===== config.mk =====
export PLATFORM = sky130hd
export DESIGN_NAME = bfpc_match
export DESIGN_NICKNAME = d
export VERILOG_FILES = /design/src/rtl/assert_macros.svh /design/src/rtl/bfpc_pkg.sv /design/src/rtl/bfpc_match.sv
export SDC_FILE = /design/constraint.sdc
export NUM_CORES = 1
export LEC_CHECK = 0
export CORE_MARGIN = 4
export CORE_UTILIZATION = 28
export CTS_BUF_LIST = sky130_fd_sc_hd__clkbuf_4 sky130_fd_sc_hd__clkbuf_8 sky130_fd_sc_hd__clkbuf_16
export CTS_CLUSTER_SIZE = 24
export DETAILED_ROUTE_END_ITERATION = 16
export DONT_BUFFER_PORTS = 1
export PLACE_DENSITY_LB_ADDON = 0.25
export SLEW_MARGIN = 15
export SYNTH_ARGS = -nofsm -noshare
export SYNTH_HDL_FRONTEND = slang
export SYNTH_SLANG_ARGS = --single-unit

===== constraint.sdc =====
create_clock -name clk_i -period 5.1 [get_ports clk_i]
set_input_delay 1.02 -clock clk_i [delete_from_list [all_inputs] [get_ports clk_i]]
set_output_delay 1.02 -clock clk_i [all_outputs]
set_load 0.02 [all_outputs]

===== src/rtl/assert_macros.svh =====
// Assertion helpers shared by the RTL files.
// Each macro expands to a labeled concurrent assertion in simulation and to
// nothing in synthesis.
`ifndef ASSERT_MACROS_SVH
`define ASSERT_MACROS_SVH

`ifndef SYNTHESIS

// Checked at every rising clock edge outside reset.
`define ASSERT_CLK(name, clk, rstn, prop, msg) \
  name: assert property (@(posedge clk) disable iff (!(rstn)) (prop)) else $error(msg);

// Checked at every rising clock edge, reset included.
`define ASSERT_CLK_ALWAYS(name, clk, prop, msg) \
  name: assert property (@(posedge clk) (prop)) else $error(msg);

`else

`define ASSERT_CLK(name, clk, rstn, prop, msg)
`define ASSERT_CLK_ALWAYS(name, clk, prop, msg)

`endif

`endif


===== src/rtl/bfpc_pkg.sv =====
package bfpc_pkg;

  // Byte count that the two pattern fields carry.
  localparam int PATTERN_BYTES = 16;

  // Command codes on the opcode field.
  typedef enum logic [1:0] {
    OP_PUSH  = 2'd0,
    OP_POP   = 2'd1,
    OP_FIND  = 2'd2,
    OP_SPARE = 2'd3
  } bfpc_op_e;

  // Control from the scan sequencer to the pattern matcher.
  typedef struct packed {
    logic       load;   // latch a new pattern and clear the window
    logic       shift;  // shift one stored byte into the window
    logic [7:0] data;   // byte shifted in
  } bfpc_match_ctrl_t;

endpackage


===== src/rtl/bfpc_match.sv =====
module bfpc_match #(
  parameter int MAX_PATTERN = 16
) (
  input  logic                        clk_i,
  input  logic                        rst_ni,
  input  bfpc_pkg::bfpc_match_ctrl_t  ctrl_i,
  input  logic [63:0]                 pattern_low_i,
  input  logic [63:0]                 pattern_high_i,
  input  logic [4:0]                  pattern_length_i,
  output logic                        hit_o
);
  import bfpc_pkg::*;

  localparam int WIN = (MAX_PATTERN < PATTERN_BYTES) ? MAX_PATTERN : PATTERN_BYTES;

  // Pattern stored newest-first so that slot i lines up with window slot i.
  logic [8*WIN-1:0]           pat_q, pat_d;
  logic [WIN-1:0]             mask_q, mask_d;
  logic [8*WIN-1:0]           win_q, win_n;
  logic [WIN-1:0]             wvld_q, wvld_n;
  logic [8*PATTERN_BYTES-1:0] pat_all;
  logic [4:0]                 idx;
  logic                       all_eq;

  // Align the pattern so that its last byte meets the newest window byte.
  always_comb begin
    pat_all = {pattern_high_i, pattern_low_i};
    pat_d   = pat_q;
    mask_d  = mask_q;
    idx     = '0;
    if (ctrl_i.load) begin
      for (int i = 0; i < WIN; i++) begin
        idx = pattern_length_i - 5'd1 - 5'(i);
        mask_d[i] = (5'(i) < pattern_length_i);
        pat_d[8*i +: 8] = mask_d[i] ? pat_all[8*idx[3:0] +: 8] : 8'd0;
      end
    end
  end

  // Window after the byte of this cycle has been shifted in.
  always_comb begin
    win_n  = (8*WIN)'({win_q, ctrl_i.data});
    wvld_n = WIN'({wvld_q, 1'b1});
  end

  // Compare every aligned slot of the window at once.
  always_comb begin
    all_eq = 1'b1;
    for (int i = 0; i < WIN; i++) begin
      all_eq &= !mask_q[i] || (wvld_n[i] && (win_n[8*i +: 8] == pat_q[8*i +: 8]));
    end
    hit_o = ctrl_i.shift && all_eq;
  end

  // Slot masks and window fill marks.
  always_ff @(posedge clk_i or negedge rst_ni) begin
    if (!rst_ni) begin
      mask_q <= '0;
      wvld_q <= '0;
    end else begin
      mask_q <= mask_d;
      if (ctrl_i.load) begin
        wvld_q <= '0;
      end else if (ctrl_i.shift) begin
        wvld_q <= wvld_n;
      end
    end
  end

  // Pattern and window bytes.
  always_ff @(posedge clk_i) begin
    pat_q <= pat_d;
    if (ctrl_i.shift) begin
      win_q <= win_n;
    end
  end

endmodule


==> results.rst <==
.. list-table::
   :header-rows: 1

   * - Metric
     - Value
   * - Core region area
     - 59130 um^2
   * - Total power per unit cell area
     - 372.4 nW/um^2
   * - Horizontal die dimension
     - 252.6 um
   * - Antenna violations before repair
     - 3
   * - Startpoint kind of the worst setup timing path
     - flip-flop
   * - Total global routing track utilization
     - 0.1795
   * - Final HPWL from detailed placement
     - about 47000 um
   * - Initial core utilization
     - 0.2833
   * - Cell area after synthesis
     - about 17000 um^2
   * - Routability congestion estimate
     - 0.9707
   * - Syn avg cell area
     - 11.39 um^2
   * - Max Freq
     - 240.6 MHz
   * - Top cell family by delay on the critical path
     - simple AND/OR/NAND/NOR gates
   * - Maximum clock skew at final layout
     - 0.01122 ns
   * - Number of enable flip-flop cells after synthesis
     - 248
   * - Setup violation total in the final timing report
     - 0
   * - RSZ-0062 raised after global routing
     - no
   * - Normalized max-slew margin
     - 0.2628
   * - TritonCTS buffer count
     - 30
   * - Share of final-layout standard cells stronger than drive strength 1
     - 0.1177
   * - First-pass GRT wire length
     - 82360 um
   * - Worst-case vdd ir drop
     - just over 0.2 mV
   * - Post-DRT Antenna Nets
     - 0
   * - Slowest stage cell, crit path
     - o41ai_1
   * - Initial DRC Count
     - about 1300
   * - Most frequent cells in the layout
     - edfxtp_1 (248), mux2i_1 (190), nor2_1 (187), nand2_1 (114), xor2_1 (100)
   * - Diode count
     - 0
   * - Final clock period utilization by the worst path
     - 0.8150
   * - Reg clk slew, reported paths
     - about 0.060 ns
   * - Max-slew violation total from the final report
     - 0
   * - Register bit total from synthesis
     - between 200 and 300
   * - Hold bufs inserted after CTS
     - 0
   * - CTS H-tree lvls
     - 1
   * - Synth area leaders
     - edfxtp_1 (44%), mux2i_1 (11%), xor2_1 (5.3%)
   * - Required time reported for the critical path endpoint
     - 4.08 ns
   * - Largest net degree at the start of global routing
     - 175
   * - Max_cap viols
     - 0
   * - Total congestion overflow after global routing
     - 0
   * - Height of the chip
     - roughly 250 um
   * - Total die area
     - between 60000 and 70000 um^2
   * - Cell taking the most area after synthesis
     - edfxtp_1
   * - Most frequent standard cell in the layout excluding fill and tap cells
     - edfxtp_1
   * - Hold Violations, Final
     - 0
   * - Later-pin clock latency in the skew report
     - 0.56 ns
   * - CP bufs+invs
     - 1
   * - Number of buffers inserted by port buffering
     - 0
   * - Shortest period the worst path allows
     - about 4.2 ns
   * - Total length of routed wires
     - 58770 um
   * - Clock tree from TritonCTS
     - built
   * - Leakage power
     - approximately 0.0068 uW
   * - First drt pass iteration count
     - 6
   * - Critical path arrival
     - 3.14 ns
   * - Clock tree root driver cell
     - clkbuf_16
   * - Yosys Warn Count
     - 0
   * - Cells along the critical path
     - xor2_1 -> nor4_1 -> nand3_1 -> o41ai_1 -> nand4_1 -> nor4_2 -> buf_4
   * - Result of the run
     - complete, no violations
   * - Number of buffers inserted by post-CTS setup repair
     - 0
   * - Via density
     - 5.184
   * - Worst Tran Pin Value
     - 1.106 ns
   * - Kind of capture point of the worst setup path
     - output pin
   * - Area added between synthesis and finish
     - 10.20%
   * - Net count of the finished layout
     - ~1600
   * - Instance count of the mapped netlist
     - 1471
   * - Worst-path fanout max
     - 2
   * - Yosys top cell area share
     - 0.4446
   * - Tightest Hold Check Type
     - input port to asynchronous set/reset pin
   * - Resized Gates After CTS
     - 0
   * - Number of distinct standard cells referenced by the synthesized netlist
     - 45
   * - CP Class
     - flip-flop to output pin
   * - Max Buffers Root-to-Sink
     - 3
   * - Sum Neg Setup Slack
     - 0 ns
   * - Count of standard-cell rows
     - slightly below 90
   * - Detailed-route via count
     - 11580
   * - Async S/R FF share, synth
     - 0.1111
   * - Post-route DRC violation count
     - 0
   * - Top-Level Pins
     - 146
   * - Post-detailed-route wirelength per cell
     - 26.31 um
   * - Post-synthesis net count
     - 1624
   * - Dominant synthesized flop cell
     - edfxtp_1
   * - Clock tree sinks
     - around 280
   * - Delay of the slowest cell on the worst path
     - 0.70 ns
   * - Vias in the first global route
     - 11000
   * - Sequential-to-total area share from yosys stat
     - 0.4909
   * - Hold Slack
     - 0.1582 ns
report_power, final:
part | switching (uW) | internal, uW | total (uW)
combinational | 1060 | 635 | 1700
clock | 872 | 1280 | 2150
sequential | 200 | 2830 | 3030
total | 2130 | 4740 | 6870
final cells by class:
class | count | area, um^2
inverters | 6 | 30.03
multi-input cells | 1098 | 8071
fillers | 5995 | 40670
flip-flops and latches | 279 | 8223
repair buffers | 23 | 185.2
well taps | 773 | 967.2
clock inverters | 8 | 68.82
clock buffers | 47 | 914.6
routing by layer:
layer | global-route usage | vias up | part of all wire
met5 | 0 | - | 0
met4 | 0.04311 | 0 | 0.025
met3 | 0.02686 | 55 | 0.064
met2 | 0.2959 | 449 | 0.47
met1 | 0.2501 | 5738 | 0.44
li1 | - | 5340 | -
worst register-to-register path: stages (launching register included):
cell	delay [ns]
dfrtp_1	0.44
mux2i_1	0.16
nor2_1	0.06
final timing paths:
path | startpoint | endpoint | slack, ns | depth (start not counted)
worst min register to register | win_q[82] | win_q[90] | 0.47 | 0
max in group asynchronous | rst_ni | wvld_q[1] | 4.85 | 0
worst min-delay path | rst_ni | mask_q[8] | 0.16 | 0
worst max register to register | wvld_q[12] | wvld_q[13] | 4.30 | 2
min in group clk_i | win_q[82] | win_q[90] | 0.47 | 0
worst max-delay path | win_q[110] | hit_o | 0.94 | 7
stage by stage:
| stage | cell area [um^2] | util | worst slack (ns) | cells | total power [uW] |
|---|---|---|---|---|---|
| 2_1_floorplan | 16750 | - | 0.7383 | 1471 | 4143 |
| 3_3_place_gp | 17470 | 0.2954 | 1.099 | 2179 | 4733 |
| 3_5_place_dp | 17480 | 0.2956 | 1.011 | 2179 | 4746 |
| 4_1_cts | 18460 | 0.3122 | 0.6743 | 2234 | 6903 |
| 5_1_grt | 18460 | 0.3122 | 0.7491 | 2234 | 7155 |
| 6_report | 18460 | 0.3122 | 0.9437 | 2234 | 6874 |
cell families (layout without fill, tap and decap cells):
logic type / count (synthesis) / count (layout) / share of synthesized area
xor gates and xnor gates: 141 / 141 / 0.08291
buffers and inverters: 94 / 84 / 0.02995
muxes: 263 / 263 / 0.1841
AOI/OAI and AO/OA: 222 / 222 / 0.08261
DFF: 279 / 279 / 0.4909
and+or+nand+nor: 464 / 464 / 0.1235
adders and majority gates: 8 / 8 / 0.005976
registers in the layout (all words and copies together) (netlist names):
register and flops:
mask_q 16, win_q 120, pat_q 128, wvld_q 15
cells in the mapped netlist (2+ instances only):
cell      number
edfxtp_1     248
mux2i_1      190
nor2_1       187
nand2_1      114
xor2_1       101
a21oi_1       78
nor3_1        59
a211oi_1      57
o21ai_0       52
nor2b_1       47
mux2_2        41
mux4_2        32
dfrtp_1       31
buf_2         30
clkbuf_1      30
xnor2_1       30
and2_1        16
nand3_1       16
nor4_1        16
o41ai_1       11
buf_1         10
buf_4         10
ha_1           8
o21a_1         8
o311a_1        8
buf_6          7
nand4_1        6
xor2_4         5
inv_2          3
a31oi_1        2
inv_1          2
xnor2_2        2
xnor2_4        2
No activity file was read; power rests on OpenSTA's default activity.
